**src/rtl/mrf_pkg.sv**
```systemverilog
// Shared constants, types and the address hash for the MAC receive filter.
`default_nettype none
package mrf_pkg;

  localparam int unsigned AddrWidth   = 48;
  localparam int unsigned FilterWidth = 64;
  localparam int unsigned HashWidth   = 6;
  localparam int unsigned ModeWidth   = 6;
  localparam int unsigned CfgIdxWidth = 8;
  localparam int unsigned CfgDatWidth = 64;

  // Register indexes on the configuration port
  localparam logic [CfgIdxWidth-1:0] RegModeFlags = 8'd0;
  localparam logic [CfgIdxWidth-1:0] RegStation   = 8'd1;
  localparam logic [CfgIdxWidth-1:0] RegUniHash   = 8'd2;
  localparam logic [CfgIdxWidth-1:0] RegMultiHash = 8'd3;

  // Mode flag bit positions
  localparam int unsigned FlagPromisc  = 0;
  localparam int unsigned FlagAllMulti = 1;
  localparam int unsigned FlagAllUni   = 2;
  localparam int unsigned FlagNoMulti  = 3;
  localparam int unsigned FlagNoUni    = 4;
  localparam int unsigned FlagNoBcast  = 5;

  localparam logic [AddrWidth-1:0] BcastAddr = 48'hFFFF_FFFF_FFFF;
  localparam int unsigned GroupBit = 40;

  typedef logic [AddrWidth-1:0] mac_addr_t;
  typedef logic [HashWidth-1:0] hash_t;

  typedef struct packed {
    logic [ModeWidth-1:0]   mode_flags;
    mac_addr_t              station_address;
    logic [FilterWidth-1:0] unicast_hash_filter;
    logic [FilterWidth-1:0] multicast_hash_filter;
  } mrf_cfg_t;

  // Contribution of three consecutive bytes to the 6-bit fold
  function automatic hash_t fold_triplet(input logic [7:0] a, input logic [7:0] b,
                                         input logic [7:0] c);
    hash_t h;
    h = a[5:0] ^ {4'b0, a[7:6]} ^ {b[3:0], 2'b0} ^ {2'b0, b[7:4]}
        ^ {c[1:0], 4'b0} ^ c[7:2];
    return h;
  endfunction

  function automatic hash_t fold_hash(input mac_addr_t a);
    hash_t h;
    h = fold_triplet(a[47:40], a[39:32], a[31:24])
        ^ fold_triplet(a[23:16], a[15:8], a[7:0]);
    return h;
  endfunction

endpackage
`default_nettype wire

```
**src/rtl/mrf_decide.sv**
```systemverilog
// Accept/drop decision for one destination address against the filter setup.
`default_nettype none
module mrf_decide (
  input  mrf_pkg::mac_addr_t dest_address_i,
  input  mrf_pkg::mrf_cfg_t  cfg_i,
  output logic               accept_o
);
  import mrf_pkg::*;

  hash_t h;
  logic  uni_hit;
  logic  multi_hit;
  logic  is_group;

  assign h         = fold_hash(dest_address_i);
  assign uni_hit   = cfg_i.unicast_hash_filter[h];
  assign multi_hit = cfg_i.multicast_hash_filter[h];
  assign is_group  = dest_address_i[GroupBit];

  always_comb begin
    if (cfg_i.mode_flags[FlagPromisc]) begin
      accept_o = 1'b1;
    end else if (!is_group) begin
      // no-unicast wins over all-unicast
      if (cfg_i.mode_flags[FlagNoUni] || cfg_i.mode_flags[FlagAllUni]) begin
        accept_o = !cfg_i.mode_flags[FlagNoUni];
      end else if (dest_address_i == cfg_i.station_address) begin
        accept_o = 1'b1;
      end else begin
        accept_o = uni_hit;
      end
    end else if (dest_address_i == BcastAddr) begin
      accept_o = !cfg_i.mode_flags[FlagNoBcast];
    end else if (cfg_i.mode_flags[FlagNoMulti] || cfg_i.mode_flags[FlagAllMulti]) begin
      accept_o = !cfg_i.mode_flags[FlagNoMulti];
    end else begin
      accept_o = multi_hit;
    end
  end

endmodule
`default_nettype wire

```
**src/rtl/mac_receive_filter_unit.sv**
```systemverilog
// Each input transfer is captured in the input register, which feeds the result register.
// Throughput: one address per cycle while the output is not stalled; the hash and compare sit between the regs.
// A stalled result keeps one more address parked in the input register.
// Reset: asynchronous, active low; clears valids and all filter registers
// (mode, station address, both hash filters read as zero).
`default_nettype none
module mac_receive_filter_unit (
  input  logic                        clk_i,
  input  logic                        rst_ni,
  input  logic                        cfg_we_i,
  input  logic [mrf_pkg::CfgIdxWidth-1:0] cfg_index_i,
  input  logic [mrf_pkg::CfgDatWidth-1:0] cfg_data_i,
  input  logic                        in_valid_i,
  output logic                        in_stall_o,
  input  mrf_pkg::mac_addr_t          dest_address_i,
  output logic                        out_valid_o,
  input  logic                        out_stall_i,
  output logic                        accept_o
);
  import mrf_pkg::*;

  mrf_cfg_t  cfg_q;
  logic      in_valid_q;
  mac_addr_t addr_q;
  logic      out_valid_q;
  logic      accept_q;
  logic      accept_d;
  logic      out_adv;
  logic      in_xfer;

  // Filter registers
  always_ff @(posedge clk_i or negedge rst_ni) begin
    if (!rst_ni) begin
      cfg_q <= '0;
    end else if (cfg_we_i) begin
      case (cfg_index_i)
        RegModeFlags: cfg_q.mode_flags            <= cfg_data_i[ModeWidth-1:0];
        RegStation:   cfg_q.station_address       <= cfg_data_i[AddrWidth-1:0];
        RegUniHash:   cfg_q.unicast_hash_filter   <= cfg_data_i;
        RegMultiHash: cfg_q.multicast_hash_filter <= cfg_data_i;
        default: ;
      endcase
    end
  end

  assign out_adv    = !out_valid_q || !out_stall_i;
  assign in_stall_o = in_valid_q && !out_adv;
  assign in_xfer    = in_valid_i && !in_stall_o;

  // Input register
  always_ff @(posedge clk_i or negedge rst_ni) begin
    if (!rst_ni) begin
      in_valid_q <= 1'b0;
    end else if (!in_stall_o) begin
      in_valid_q <= in_valid_i;
    end
  end

  always_ff @(posedge clk_i) begin
    if (in_xfer) begin
      addr_q <= dest_address_i;
    end
  end

  mrf_decide u_decide (
    .dest_address_i (addr_q),
    .cfg_i          (cfg_q),
    .accept_o       (accept_d)
  );

  // Result register
  always_ff @(posedge clk_i or negedge rst_ni) begin
    if (!rst_ni) begin
      out_valid_q <= 1'b0;
    end else if (out_adv) begin
      out_valid_q <= in_valid_q;
    end
  end

  always_ff @(posedge clk_i) begin
    if (out_adv && in_valid_q) begin
      accept_q <= accept_d;
    end
  end

  assign out_valid_o = out_valid_q;
  assign accept_o    = accept_q;

endmodule
`default_nettype wire

```
**config.mk**
```make
export PLATFORM = sky130hd
export DESIGN_NAME = mac_receive_filter_unit
export DESIGN_NICKNAME = d
export VERILOG_FILES = /design/src/rtl/mrf_pkg.sv /design/src/rtl/mrf_decide.sv /design/src/rtl/mac_receive_filter_unit.sv
export SDC_FILE = /design/constraint.sdc
export NUM_CORES = 1
export LEC_CHECK = 0
export BUFFER_PORTS_ARGS = -buffer_cell sky130_fd_sc_hd__buf_2
export CAP_MARGIN = 20
export CORE_MARGIN = 5
export CORE_UTILIZATION = 40
export DETAILED_ROUTE_END_ITERATION = 8
export PLACE_DENSITY = 0.6
export SLEW_MARGIN = 25
export SYNTH_ARGS = -nofsm -noshare
export SYNTH_HDL_FRONTEND = slang
export SYNTH_SLANG_ARGS = --single-unit
```
**constraint.sdc**
```tcl
create_clock -name clk_i -period 3.5 [get_ports clk_i]
set_input_delay 0.525 -clock clk_i [delete_from_list [all_inputs] [get_ports clk_i]]
set_output_delay 0.525 -clock clk_i [all_outputs]
set_load 0.01 [all_outputs]
```
==> summary.txt <==
Final min period -> 3122 ps
Cell Pwr Density -> 571.8 nW/um^2
Post-Synth Adder-Cell Area -> 0%
status -> completed
Post CTS Setup Buffer Count -> 0
Leakage -> 5.918 nW
hold crit path type -> in2reg
main combinational cell family by area after synthesis -> multiplexers
Worst setup SP type -> flop
Fill cells -> 2344
Vias -> 6371
Final TNS setup -> 0 ps
Setup Skew -> 15.73 ps
mux share of post-synthesis cell area -> 25.26%
Final Hold Fails -> 0
clk sinks -> 233
M1 GR Usage -> 27.28%
Syn Area/Cell -> 14.57 um^2
PortBufs -> 127
die height -> 172.3 um
M2 GR Usage -> 30.60%
Clock Pin Slew Worst Setup and Hold Paths -> 60 ps
part of the power in the clock network -> 38.3%
Switching Fraction -> 28.48%
Mapped Cells -> 723
ANT cells -> 0
area of the mapped netlist -> 10540 um^2
top post-synthesis cells by area -> dfrtp_1, mux2_1, edfxtp_1
Final setup viols -> 0
fin crit share -> 89.19%
largest net degree at the start of global routing -> 96
Sw Pwr -> 2.046 mW
global-route wire length before repair -> 42100 um
antenna-violating nets left -> 0
Worst Setup Slack, final -> 378.4 ps
CTS tree -> done
syn nets -> 848
dpl cells -> 1171
crit-path max FO -> 11
Post-synth EDFFs -> 49
final cell count without fillers -> 1222
synth-to-layout area growth -> 19.26%
row count -> 59
post-synthesis compound-gate area fraction -> 2.981%
met3 usage in global routing -> 3.132%
cell-internal power -> 5.138 mW
First-pass DRT Iterations -> 5
Detailed Route WL -> 28010 um
number of antenna violations at the first check in global routing -> 1
I/O pins -> 128
Resized cells post-CTS -> 0
DIE AREA -> 29680 um^2
FF-to-FF Start -> addr_q[40]
DR DRC count -> 0
storage element area -> 6076 um^2
xor/xnor share of the synthesized area -> 7.862%
crit path kind -> reg2reg
crit path DAT -> 3380 ps
maximum vdd drop -> 0.4471 mV
Post-Synth Simple-Gate Area -> 4.715%
Vias/cell -> 5.214
Placement Setup Slack -> 373.2 ps
Comb power frac -> 19.2%
initial core utilization -> 40.54%
Final GP Congestion -> 0.8671
Num CTS Buffers -> 27
Seq pwr share -> 42.4%
vias in the first global route -> 6717
worst endpoint required time -> 3760 ps
Worst Setup SP -> addr_q[40]
worst slew pin tran -> 954.4 ps
Multi-input gate area -> 4345 um^2
synth unique cells -> 42
H-tree levels -> 1
max-cap viol count -> 0
max-slew violations -> 0
max_slew headroom -> 36.37%
Critical Path Sink Type -> flop
Core Area -> 25980 um^2
Hold Buf Count CTS -> 0
leading area contributor after synthesis -> dfrtp_1
1st-iter DRT viols -> 455
most common cell after layout, fill and taps aside -> mux2_1
top cell type's share of synthesized area -> 43.71%
gr ovfl total -> 0
Fmax -> 320.3 MHz
All-Layer GR Usage -> 19.01%
final instance area -> 12560 um^2
dpl hpwl -> 21010 um
Bufs on Longest Clock Path -> 3
gr busiest metal -> met2
commonest non-fill, non-tap cells in the layout -> mux2_1, dfrtp_1, buf_2
synthesized flop and latch total -> 233
Synth async-reset ratio -> 78.97%
sequential element share of the synthesized area -> 57.67%
WL/cell -> 22.92 um
Nets -> 992
Final Core Density -> 48.35%
Area after DPL -> 11640 um^2
CTS root buffer -> clkbuf_16
RSZ-0062 raised after global routing -> no
Synth warnings -> 0
share of post-route cells with drive strength above 1 -> 22.77%
die width -> 172.3 um
hold path start -> dest_address_i[3]
Clk Latency, worst-skew pair -> 540 ps
predominant post-synthesis flop cell -> dfrtp_1
## layer usage
layer | vias to the layer above | share of wire (%)
met3 | 40 | 5.8
met5 | - | 0
met1 | 3197 | 45
met2 | 170 | 47
li1 | 2964 | -
met4 | 0 | 2.2
## registers in the layout (all words and copies together), names as in the netlist
| name | flops |
|---|---|
| cfg_q | 182 |
| in_valid_q | 1 |
| accept_o | 1 |
| addr_q | 48 |
| out_valid_o | 1 |
## path summary, 6_finish.rpt
| check | end | slack, ps | depth (start not counted) |
|---|---|---|---|
| worst max register to register | accept_o | 380 | 10 |
| worst min-delay path | addr_q[3] | 160 | 1 |
| worst min register to register | out_valid_o | 470 | 1 |
| worst max-delay path | accept_o | 380 | 10 |
| min in group asynchronous | cfg_q[114] | 510 | 2 |
| max in group asynchronous | cfg_q[151] | 2350 | 3 |
## power by group through the flow
stage	registers, mW	clock network (mW)	logic [mW]
2_1_floorplan	3.06	0	0.902
3_3_place_gp	3.10	0	1.37
3_5_place_dp	3.10	0	1.38
4_1_cts	3.05	2.82	1.38
5_1_grt	3.07	2.93	1.49
6_report	3.05	2.75	1.38
## Yosys cell counts, types with 2 or more instances
cell type	number
nor4_1	7
a221oi_1	2
a21oi_1	4
buf_6	2
nand4_1	27
nand2b_1	3
and2_1	5
xnor2_2	3
mux4_1	2
o21ai_0	3
a32oi_1	9
o21ai_1	4
nand3b_1	2
mux4_2	3
edfxtp_1	49
buf_4	10
xnor2_1	85
mux2_2	6
dfrtp_1	184
mux2i_1	39
xor2_1	4
nand2_1	30
o2111ai_1	6
nand3_1	6
buf_1	2
a22oi_1	6
clkbuf_1	12
nor2b_1	3
a31oi_1	2
mux2_1	185
nor2_1	7
## layout make-up
cell class / instances / share of cell area (%)
sequential: 233 / 48.36
inverter: 1 / 0.02987
clock buffer: 38 / 6.184
multi-input combinational: 462 / 34.58
tap: 335 / 3.336
clock inverter: 11 / 0.8265
timing repair buffer: 142 / 6.682
## cells by family after synthesis
logic type / count (synthesis)
buffers and inverters: 28
AOI/OAI and AO/OA: 42
and+or+nand+nor: 93
xor gates and xnor gates: 92
muxes: 235
DFF: 233
## worst max-delay path, cell delays in order (launching register included)
cell and delay (ps):
edfxtp_1 490, xnor2_1 190, xnor2_1 460, xor2_1 270, buf_4 230, and2_1 400
a22oi_1 120, o2111ai_1 160, nand4_1 200, o211ai_1 220, nand4_1 110
## through the flow
stage	hold WS, ps	power (mW)
after global routing	130.4	7.478
after detailed placement	463.7	4.480
after global placement	460.2	4.473
after floorplan	229.4	3.958
final	156.1	7.185
after CTS	131.7	7.252
Power figures use the tool's default switching activity.
